`src/tpec_pkg.sv`:
```
// types, constants and codes shared by the tcp passive echo connection engine
package tpec_pkg;

    localparam int CONNECTIONS = 8;
    localparam int SLOT_W      = (CONNECTIONS > 1) ? $clog2(CONNECTIONS) : 1;
    localparam logic [SLOT_W-1:0] LAST_SLOT = SLOT_W'(CONNECTIONS - 1);

    localparam int PADDR_W = 3;
    localparam logic [31:0] ISS_RESET = 32'd5658;

    typedef enum logic [0:0] {
        REG_INITIAL_SEND_SEQ = 1'b0
    } reg_idx_t;

    localparam int FLAG_FIN_BIT = 0;
    localparam int FLAG_SYN_BIT = 1;
    localparam int FLAG_ACK_BIT = 4;

    localparam logic [7:0] REPLY_SYNACK = 8'h12;
    localparam logic [7:0] REPLY_ACKPSH = 8'h18;
    localparam logic [7:0] REPLY_FINACK = 8'h11;

    typedef enum logic [1:0] {
        PH_NONE        = 2'd0,
        PH_SYN_RCVD    = 2'd1,
        PH_ESTABLISHED = 2'd2,
        PH_LAST_ACK    = 2'd3
    } phase_t;

    typedef enum logic [2:0] {
        ST_IDLE,
        ST_SCAN,
        ST_EXEC,
        ST_ALLOC,
        ST_EMIT2
    } state_t;

    typedef struct packed {
        logic [31:0] src_addr;
        logic [31:0] dst_addr;
        logic [15:0] src_port;
        logic [15:0] dst_port;
        logic [31:0] seq_num;
        logic [31:0] ack_num;
        logic [7:0]  flag_bits;
        logic [15:0] ip_total_len;
        logic [3:0]  ip_hdr_words;
        logic [3:0]  tcp_hdr_words;
    } seg_t;

    typedef struct packed {
        logic [7:0]  reply_flags;
        logic [31:0] reply_seq;
        logic [31:0] reply_ack;
        logic [15:0] reply_payload_len;
        logic [2:0]  conn_slot;
        logic        last_reply;
    } reply_t;

    typedef struct packed {
        logic [31:0] src_addr;
        logic [31:0] dst_addr;
        logic [15:0] src_port;
        logic [15:0] dst_port;
    } tuple_t;

    typedef struct packed {
        phase_t      phase;
        logic [31:0] expect_recv_seq;
        logic [31:0] next_send_seq;
    } conn_t;

endpackage

```
`src/tcp_passive_echo_conn_engine.sv`:
```
// tcp passive echo connection engine: tuple scan, phase update and reply generation
//
//  channel   direction  handshake            payload
//  segment   in         start & !busy        seg (tpec_pkg::seg_t)
//  reply     out        strobe, one cycle    reply (tpec_pkg::reply_t)
//  config    in/out     apb psel/penable     pwdata/prdata, initial_send_seq at 0x0
//
//  a segment scans the tuple memory one slot per cycle, stopping at the first match,
//  so it reads at most CONNECTIONS slots (one read port per memory sets this)
//  a second reply (echo followed by fin+ack) comes from ST_EMIT2 in the cycle after the echo
//  reset clears the slot valid bits and the control state; memories need no clearing
//  results are never held off, each reply appears on strobe for one cycle
module tcp_passive_echo_conn_engine (
    input  logic                          clk,
    input  logic                          rst_n,
    input  logic                          start,
    output logic                          busy,
    input  tpec_pkg::seg_t                seg,
    output logic                          strobe,
    output tpec_pkg::reply_t              reply,
    input  logic                          psel,
    input  logic                          penable,
    input  logic                          pwrite,
    input  logic [tpec_pkg::PADDR_W-1:0]  paddr,
    input  logic [31:0]                   pwdata,
    output logic [31:0]                   prdata,
    output logic                          pready
);
    import tpec_pkg::*;

    // memories
    tuple_t tuple_mem [CONNECTIONS];
    conn_t  conn_mem  [CONNECTIONS];
    tuple_t tuple_q;
    conn_t  conn_q;

    state_t              state_reg, state_next;
    logic [31:0]         iss_reg;
    logic [CONNECTIONS-1:0] valid_reg, valid_next;
    seg_t                seg_reg, seg_next;
    logic [15:0]         plen_reg, plen_next;
    logic [SLOT_W-1:0]   scan_reg, scan_next;
    logic                issue_reg, issue_next;
    logic [SLOT_W-1:0]   cmp_idx_reg, cmp_idx_next;
    logic                cmp_vld_reg, cmp_vld_next;
    logic                free_fnd_reg, free_fnd_next;
    logic [SLOT_W-1:0]   free_slot_reg, free_slot_next;
    logic [SLOT_W-1:0]   slot_reg, slot_next;
    conn_t               cur_reg, cur_next;
    logic                strobe_reg, strobe_next;
    reply_t              reply_reg, reply_next;

    logic                tuple_we;
    logic                conn_we;
    logic [SLOT_W-1:0]   wr_slot;
    tuple_t              tuple_wd;
    conn_t               conn_wd;

    logic                cfg_wr;
    logic [17:0]         diff;
    tuple_t              seg_tuple;
    logic                hit;
    logic                entry_valid;
    logic                data_echo;
    logic                fin_seen;
    logic [31:0]         ack_data;
    logic [31:0]         ack_one;

    assign pready = 1'b1;
    assign cfg_wr = psel && penable && pwrite &&
                    (reg_idx_t'(paddr[PADDR_W-1]) == REG_INITIAL_SEND_SEQ);
    assign prdata = (reg_idx_t'(paddr[PADDR_W-1]) == REG_INITIAL_SEND_SEQ) ? iss_reg : 32'd0;

    assign busy   = (state_reg != ST_IDLE);
    assign strobe = strobe_reg;
    assign reply  = reply_reg;

    assign diff = {2'b00, seg.ip_total_len}
                - {12'd0, seg.ip_hdr_words, 2'b00}
                - {12'd0, seg.tcp_hdr_words, 2'b00};

    assign seg_tuple = '{src_addr: seg_reg.src_addr, dst_addr: seg_reg.dst_addr,
                         src_port: seg_reg.src_port, dst_port: seg_reg.dst_port};
    assign entry_valid = valid_reg[cmp_idx_reg];
    assign hit         = cmp_vld_reg && entry_valid && (tuple_q == seg_tuple);
    assign data_echo   = seg_reg.flag_bits[FLAG_ACK_BIT] && (plen_reg != 16'd0);
    assign fin_seen    = seg_reg.flag_bits[FLAG_FIN_BIT];
    assign ack_data    = seg_reg.seq_num + 32'(plen_reg);
    assign ack_one     = seg_reg.seq_num + 32'd1;

    always_ff @(posedge clk or negedge rst_n)
    begin
        if (!rst_n)
        begin
            iss_reg <= ISS_RESET;
        end
        else if (cfg_wr)
        begin
            iss_reg <= pwdata;
        end
    end

    always_ff @(posedge clk)
    begin
        if (tuple_we)
        begin
            tuple_mem[wr_slot] <= tuple_wd;
        end
        tuple_q <= tuple_mem[scan_reg];
    end

    always_ff @(posedge clk)
    begin
        if (conn_we)
        begin
            conn_mem[wr_slot] <= conn_wd;
        end
        conn_q <= conn_mem[scan_reg];
    end

    always_ff @(posedge clk or negedge rst_n)
    begin
        if (!rst_n)
        begin
            state_reg    <= ST_IDLE;
            valid_reg    <= '0;
            issue_reg    <= 1'b0;
            cmp_vld_reg  <= 1'b0;
            free_fnd_reg <= 1'b0;
            strobe_reg   <= 1'b0;
        end
        else
        begin
            state_reg    <= state_next;
            valid_reg    <= valid_next;
            issue_reg    <= issue_next;
            cmp_vld_reg  <= cmp_vld_next;
            free_fnd_reg <= free_fnd_next;
            strobe_reg   <= strobe_next;
        end
    end

    always_ff @(posedge clk)
    begin
        seg_reg       <= seg_next;
        plen_reg      <= plen_next;
        scan_reg      <= scan_next;
        cmp_idx_reg   <= cmp_idx_next;
        free_slot_reg <= free_slot_next;
        slot_reg      <= slot_next;
        cur_reg       <= cur_next;
        reply_reg     <= reply_next;
    end

    always_comb
    begin
        state_next     = state_reg;
        valid_next     = valid_reg;
        seg_next       = seg_reg;
        plen_next      = plen_reg;
        scan_next      = scan_reg;
        issue_next     = issue_reg;
        cmp_idx_next   = cmp_idx_reg;
        cmp_vld_next   = 1'b0;
        free_fnd_next  = free_fnd_reg;
        free_slot_next = free_slot_reg;
        slot_next      = slot_reg;
        cur_next       = cur_reg;
        strobe_next    = 1'b0;
        reply_next     = reply_reg;
        tuple_we       = 1'b0;
        conn_we        = 1'b0;
        wr_slot        = slot_reg;
        tuple_wd       = seg_tuple;
        conn_wd        = cur_reg;

        unique case (state_reg)
            ST_IDLE:
            begin
                if (start)
                begin
                    seg_next      = seg;
                    plen_next     = diff[17] ? 16'd0 : diff[15:0];
                    scan_next     = '0;
                    issue_next    = 1'b1;
                    free_fnd_next = 1'b0;
                    state_next    = ST_SCAN;
                end
            end

            ST_SCAN:
            begin
                // read issue stage
                if (issue_reg)
                begin
                    cmp_vld_next = 1'b1;
                    cmp_idx_next = scan_reg;
                    if (scan_reg == LAST_SLOT)
                    begin
                        issue_next = 1'b0;
                    end
                    else
                    begin
                        scan_next = scan_reg + 1'b1;
                    end
                end
                // compare stage
                if (hit)
                begin
                    slot_next    = cmp_idx_reg;
                    cur_next     = conn_q;
                    issue_next   = 1'b0;
                    cmp_vld_next = 1'b0;
                    state_next   = ST_EXEC;
                end
                else if (cmp_vld_reg)
                begin
                    if (!entry_valid && !free_fnd_reg)
                    begin
                        free_fnd_next  = 1'b1;
                        free_slot_next = cmp_idx_reg;
                    end
                    if (cmp_idx_reg == LAST_SLOT)
                    begin
                        slot_next = free_fnd_reg ? free_slot_reg : cmp_idx_reg;
                        if (seg_reg.flag_bits[FLAG_SYN_BIT] && (free_fnd_reg || !entry_valid))
                        begin
                            state_next = ST_ALLOC;
                        end
                        else
                        begin
                            state_next = ST_IDLE;
                        end
                    end
                end
            end

            ST_ALLOC:
            begin
                tuple_we   = 1'b1;
                conn_we    = 1'b1;
                conn_wd    = '{phase: PH_SYN_RCVD, expect_recv_seq: ack_one,
                               next_send_seq: iss_reg + 32'd1};
                valid_next[slot_reg] = 1'b1;
                strobe_next = 1'b1;
                reply_next  = '{reply_flags: REPLY_SYNACK, reply_seq: iss_reg,
                                reply_ack: ack_one, reply_payload_len: 16'd0,
                                conn_slot: 3'(slot_reg), last_reply: 1'b1};
                state_next  = ST_IDLE;
            end

            ST_EXEC:
            begin
                state_next = ST_IDLE;
                case (cur_reg.phase)
                    PH_SYN_RCVD:
                    begin
                        if (seg_reg.flag_bits[FLAG_ACK_BIT] &&
                            (seg_reg.ack_num == cur_reg.next_send_seq))
                        begin
                            conn_we       = 1'b1;
                            conn_wd.phase = PH_ESTABLISHED;
                        end
                    end
                    PH_ESTABLISHED:
                    begin
                        conn_we = data_echo || fin_seen;
                        conn_wd.expect_recv_seq = fin_seen ? ack_one :
                                                  (data_echo ? ack_data : cur_reg.expect_recv_seq);
                        conn_wd.next_send_seq = cur_reg.next_send_seq
                                              + (data_echo ? 32'(plen_reg) : 32'd0)
                                              + 32'(fin_seen);
                        conn_wd.phase = fin_seen ? PH_LAST_ACK : cur_reg.phase;
                        if (data_echo)
                        begin
                            strobe_next = 1'b1;
                            reply_next  = '{reply_flags: REPLY_ACKPSH,
                                            reply_seq: cur_reg.next_send_seq,
                                            reply_ack: ack_data,
                                            reply_payload_len: plen_reg,
                                            conn_slot: 3'(slot_reg),
                                            last_reply: !fin_seen};
                            if (fin_seen)
                            begin
                                state_next = ST_EMIT2;
                            end
                        end
                        else if (fin_seen)
                        begin
                            strobe_next = 1'b1;
                            reply_next  = '{reply_flags: REPLY_FINACK,
                                            reply_seq: cur_reg.next_send_seq,
                                            reply_ack: ack_one,
                                            reply_payload_len: 16'd0,
                                            conn_slot: 3'(slot_reg),
                                            last_reply: 1'b1};
                        end
                    end
                    PH_LAST_ACK:
                    begin
                        valid_next[slot_reg] = 1'b0;
                    end
                    default:
                    begin
                    end
                endcase
            end

            ST_EMIT2:
            begin
                // fin+ack follows the echo, sequence advanced past the echoed bytes
                strobe_next = 1'b1;
                reply_next  = '{reply_flags: REPLY_FINACK,
                                reply_seq: reply_reg.reply_seq + 32'(reply_reg.reply_payload_len),
                                reply_ack: ack_one,
                                reply_payload_len: 16'd0,
                                conn_slot: 3'(slot_reg),
                                last_reply: 1'b1};
                state_next  = ST_IDLE;
            end

            default:
            begin
                state_next = ST_IDLE;
            end
        endcase
    end

endmodule

```
`config.mk`:
```
export PLATFORM = sky130hd
export DESIGN_NAME = tcp_passive_echo_conn_engine
export DESIGN_NICKNAME = d
export VERILOG_FILES = /design/src/tpec_pkg.sv /design/src/tcp_passive_echo_conn_engine.sv
export SDC_FILE = /design/constraint.sdc
export NUM_CORES = 2
export LEC_CHECK = 0
export ABC_AREA = 1
export ABC_CLOCK_PERIOD_IN_PS = 20300
export BUFFER_PORTS_ARGS = -buffer_cell sky130_fd_sc_hd__buf_2
export CAP_MARGIN = 20
export CELL_PAD_IN_SITES_DETAIL_PLACEMENT = 0
export CELL_PAD_IN_SITES_GLOBAL_PLACEMENT = 1
export CORE_MARGIN = 2
export CORE_UTILIZATION = 53
export CTS_CLUSTER_SIZE = 40
export DETAILED_ROUTE_END_ITERATION = 16
export GPL_TIMING_DRIVEN = 0
export HOLD_SLACK_MARGIN = 0.06
export PLACE_DENSITY = 0.9
export SLEW_MARGIN = 20
export SYNTH_ARGS = -nofsm -noshare
export SYNTH_HDL_FRONTEND = slang
export SYNTH_SLANG_ARGS = --single-unit
```
`constraint.sdc`:
```
create_clock -name clk -period 20.3 [get_ports clk]
set_input_delay 1.015 -clock clk [delete_from_list [all_inputs] [get_ports clk]]
set_output_delay 1.015 -clock clk [all_outputs]
set_load 0.05 [all_outputs]
```
# ---- Word-level counts from Yosys, hierarchy flattened
# Memories as Yosys holds them, arrays and structs flattened. A register that Yosys moved wholly into a read port is not among the register bits.
# Index checks and enable logic that the tools add are counted.
dict set report totals {
  output_inout_bits 127
  in_bits 233
  register_bits 398
  memories 2
  ramBits 1296
  word_cells 165
}
dict set report classes {
  reduce_logical 35
  bitwise 5
  magnitude_cmp 3
  addsub 9
  muxes 61
  n_eq_ne 22
}
# memory depth word_bits rd rd_ports_with_merged_regs wr line_no
set mem_list {}
lappend mem_list {tuple_mem 8 96 1 1 1 tcp_passive_echo_conn_engine.sv:32} ;# tuple_t tuple_mem [CONNECTIONS];
lappend mem_list {conn_mem 8 66 1 1 1 tcp_passive_echo_conn_engine.sv:33} ;# conn_t conn_mem [CONNECTIONS];
# cell count
set op_table {}
lappend op_table {{2-to-1 mux 92 bit} 3}
lappend op_table {{one-hot mux 92 bit (3 select lines)} 1}
lappend op_table {{one-hot mux 66 bit (2 select lines)} 1}
lappend op_table {{adder 32 x 16 -> 32 bit} 3}
lappend op_table {{== test 96 bit} 1}
lappend op_table {{2-to-1 mux 32 bit} 3}
lappend op_table {{adder 32 x 1 -> 32 bit (second input constant)} 2}
lappend op_table {{2-to-1 mux 64 bit} 1}
lappend op_table {{2-to-1 mux 3 bit} 14}
lappend op_table {{adder 32 x 1 -> 32 bit} 1}
lappend op_table {{== test 32 bit} 1}
lappend op_table {{2-to-1 mux 1 bit} 22}
lappend op_table {{subtractor 17 x 7 -> 18 bit} 1}
lappend op_table {{subtractor 16 x 6 -> 17 bit} 1}
lappend op_table {{2-to-1 mux 16 bit} 1}
lappend op_table {{one-hot mux 8 bit (2 select lines)} 1}
lappend op_table {{nonzero test 16 bit} 1}
lappend op_table {{inequality test 2 bit (second input constant)} 7}
lappend op_table {{logical AND 1 bit} 10}
lappend op_table {{one-hot mux 1 bit (2 select lines)} 5}
lappend op_table {{AND reduction 2 bit} 5}
lappend op_table {{== test 3 bit (second input constant)} 3}
lappend op_table {{inequality test 3 bit (second input constant)} 3}
lappend op_table {{one-hot mux 3 bit (3 select lines)} 1}
lappend op_table {{27 further kinds} 43}

# ---- Depth between registers and ports, before layout
dict set report logic_depth {
  depth_word 10
  mapped_depth 23
  mapped_depth_nobuf 21
}

# ---- Worst setup path before layout
# Ideal clock, no wire load.
dict set report synth_timing {
  path_type {register to register}
  start {reg state_reg[2]}
  end {reg seg_reg, in the netlist fin_seen (enable)}
  setup_slack_ns 11.083
  stages_incl_launch_ff 4
  required_time_ns 19.579
  synth_period_minus_slack_ns 9.217
  n_path_buf 0
  setup_time_ns 0.721
  arrival_ns 8.496
  cell_sequence {dfrtp_1 nor2_1 nand2_1 nor2_1}
}
dict set report synth_between {
  elab_chain_cells 2
}
# element line_no
set synth_rtl {}
lappend synth_rtl {{start: declaration} tcp_passive_echo_conn_engine.sv:37} ;# state_t state_reg, state_next;
lappend synth_rtl {{start signal: assignment} tcp_passive_echo_conn_engine.sv:134} ;# state_reg <= state_next;
lappend synth_rtl {{zero test 3 bit} tcp_passive_echo_conn_engine.sv:177} ;# unique case (state_reg)
lappend synth_rtl {{AND reduction 2 bit (no source line)} --}
lappend synth_rtl {{end signal: assignment} tcp_passive_echo_conn_engine.sv:145} ;# seg_reg <= seg_next;
lappend synth_rtl {{end: declaration} tcp_passive_echo_conn_engine.sv:40} ;# seg_t seg_reg, seg_next;
# Every way passes these cells.
# A chain may end at the register's enable or synchronous reset.

==> run metrics <==
number of synthesized flops with an enable pin=1352; Synth async-reset ratio=3.074%; DR vias=46.34k; Slew @ Worst Pin=1.196 ns; VDD IR max=121.6 µV; leading area contributor after synthesis=edfxtp_1; # setup viols final=0; most common cell after layout, fill and taps aside=edfxtp_1; Avg WL per Cell=22.57 µm; GRT Overall Usage=28.89%; Synth Area in XOR/XNOR=1.392%; # DRC=0; initial antenna violation count=2; vias in the first global route=45.57k; sequential area share after synthesis=68.76%; Setup CP Type=reg -> reg; Synth Area in Compound Gates=10.09%; fin cells=8076; CTS buffer count=152; R2R depth=21; largest family of logic cells by synthesized area=simple AND/OR/NAND/NOR gates; minimum clock period=4.821 ns; first-pass GRT wire length=271700 µm; TritonRoute pass-1 iters=6; clk sinks=1529; Die Y=353.0 µm; most frequent cells in the layout=edfxtp_1 (1352), nor2_1 (1235), o21ai_0 (653), nand2_1 (527), inv_1 (380); #FFs+latches synth=1529; switching part of the total=36.04%; Ys Warns=0; die area=124600 µm²; layout cells sized above 1=12.68%; DR vias/cell=5.738; Relative slew margins=20.30%; ranking of synthesized cells by area=edfxtp_1 (63%), nor2_1 (7.3%), o21ai_0 (5.1%); Mapped Cells=5748; # IOs=360; CP startpoint kind=flip-flop; Setup TNS Final=0 ns; fin. max-slew vios=0; DP Wirelength=131000 µm; crit path DAT=5.22 ns; cell area power density=132.3 nW/µm²; path type of the worst min-delay path=in -> async; Static Leak=0.02734 µW; Row Count=128; die span in x=353.0 µm; routability cong.=0.9692; CTS Buffer Depth=3; CORE AREA=121400 µm²; Area Overhead vs Synth=16.37%; area share of and/or/nand/nor cells after synthesis=14.57%; placed cells=7789; multiplexer share of the synthesized area=0.06203%; P_sw=3583 µW; Root Driver=clkbuf_16; Starting Density=53.17%; WL final=182300 µm; Critical Path End Type=flip-flop; Final ANT Viol Nets=0; PostCTS Resize Cnt=0; status=completed; Sequential Power Share=40.6%; Pint=6358 µW; Synth Area in Adders=1.310%; Iter 0 DRT Violations=4776; global route overflow=0; f_max=207.4 MHz; Tcrit/Tclk final=23.75%; endpoints failing hold=0; Yosys cell types=67; Largest register FFs=768; Clock Power Share=29.4%; largest net degree at the start of global routing=48; mapped cell area=64550 µm²; clk slew on worst S/H paths=0.06 ns; CTS tree=yes; Max FO, Critical Path=10; Primary FF master, synth=edfxtp_1; quantity of I/O buffers inserted on ports=345; Logic pwr share=30.0%; syn_area_per_cell=11.23 µm²; Worst EP required=20.70 ns; H-tree depth=4; # hold bufs at CTS=0; top-area cell type share of the netlist area=62.89%; setup bufs post-CTS=0; worst skew pair latency=0.82 ns; nets=6615; Max-Cap Viols=0; worst clock skew=0.06975 ns; RSZ-0062 raised after global routing=false
[layer usage]
layer | global-route usage, % | up-vias | part of all wire (%)
met5 | 0 | - | 0.0055
li1 | - | 21470 | -
met2 | 48.77 | 2245 | 49
met3 | 4.951 | 434 | 8.0
met4 | 14.98 | 2 | 5.4
met1 | 35.88 | 22190 | 38
[cells by family after synthesis]
| family | after synthesis |
|---|---|
| AOI/OAI and AO/OA | 1174 |
| xor gates and xnor gates | 100 |
| adders and majority gates | 64 |
| buffers and inverters | 642 |
| DFF | 1529 |
| muxes | 4 |
| other | 2 |
| and+or+nand+nor | 2233 |
[worst max-delay path, stage by stage (launching register included)]
cell and delay [ns]:
edfxtp_1 0.52, nor2_1 0.09, nand2_1 0.06, nor2_1 0.05, nand2_2 0.11, buf_6 0.16, nand2_2 0.18, inv_1 0.23
clkbuf_1 0.46, nand2_1 0.20, fa_1 0.46, fa_1 0.43, inv_1 0.07, nand3_1 0.13, a21boi_2 0.28, nand3_1 0.16
nand3_2 0.16, nand2_1 0.08, nand2_2 0.12, nand2_1 0.07, nand2_1 0.07, nand3_1 0.31
[cells in the mapped netlist (4+ instances only)]
cell	instances
mux2i_1	4
xor2_1	65
nor2_2	6
inv_1	380
nor4_1	31
nor3_2	6
a31oi_1	137
nand3b_1	11
fa_1	6
or2_2	51
clkbuf_1	203
o21ai_1	6
buf_4	6
buf_1	34
buf_2	8
o32ai_1	4
o2111ai_1	8
dfstp_2	6
ha_1	58
nand4_1	76
nand2_2	18
nor3_1	60
nand3_2	14
edfxtp_1	1352
o22ai_1	142
o21a_1	4
o221ai_1	15
inv_2	6
o21bai_1	8
o211ai_1	16
o21ai_0	654
dfrtp_1	41
nand3_1	157
dfxtp_1	130
nand2_1	527
a21oi_1	151
xnor2_1	32
nor2_1	1253
a21o_1	4
nor2_4	5
[path summary, 6_finish.rpt]
kind / slack [ns] / startpoint / endpoint
worst max-delay path: 15.48 / plen_reg[7]$_SDFFCE_PP0P_ / conn_mem[2][24]$_DFFE_PP_
worst min-delay path: 0.26 / rst_n / iss_reg[0]$_DFFE_PN0P_
worst max register to register: 15.48 / plen_reg[7]$_SDFFCE_PP0P_ / conn_mem[2][24]$_DFFE_PP_
worst min register to register: 0.38 / conn_q[0]$_DFF_P_ / cur_reg[0]$_DFFE_PP_
max in group asynchronous: 19.49 / rst_n / asynchronous set/reset pin
min in group clk: 0.37 / seg[166] / seg_reg[166]$_DFFE_PP_
[metrics by stage]
step	total power (µW)	hold WS, ns	utilization (%)	setup slack [ns]	instance area, µm²
floorplan	5898	0.3855	-	11.08	64570
global placement	6941	0.3864	56.28	6.212	68330
detailed placement	7008	0.3887	57.52	15.44	69820
CTS	9923	0.2590	61.87	15.41	75110
global route	10370	0.2950	61.88	15.19	75120
finish	9940	0.2647	61.88	15.48	75120
[final cells by class]
type | instances | area (µm²)
Fill cell | 9463 | 46280
Sequential cell | 1529 | 44390
Multi-Input combinational cell | 3581 | 17880
Clock buffer | 194 | 4103
Timing Repair Buffer | 412 | 3070
Tap cell | 1625 | 2033
Inverter | 389 | 1460
Clock inverter | 92 | 1182
Buffer | 253 | 1006
Antenna cell | 1 | 2.502
[power by group through the flow]
stage / combinational [µW] / sequential, µW / clock, µW
after detailed placement: 2920 / 4090 / 0
after floorplan: 1730 / 4160 / 0
final: 2980 / 4040 / 2920
after global routing: 3240 / 4060 / 3070
after global placement: 2790 / 4150 / 0
after CTS: 2940 / 4030 / 2950
No activity file was read; power rests on OpenSTA's default activity.
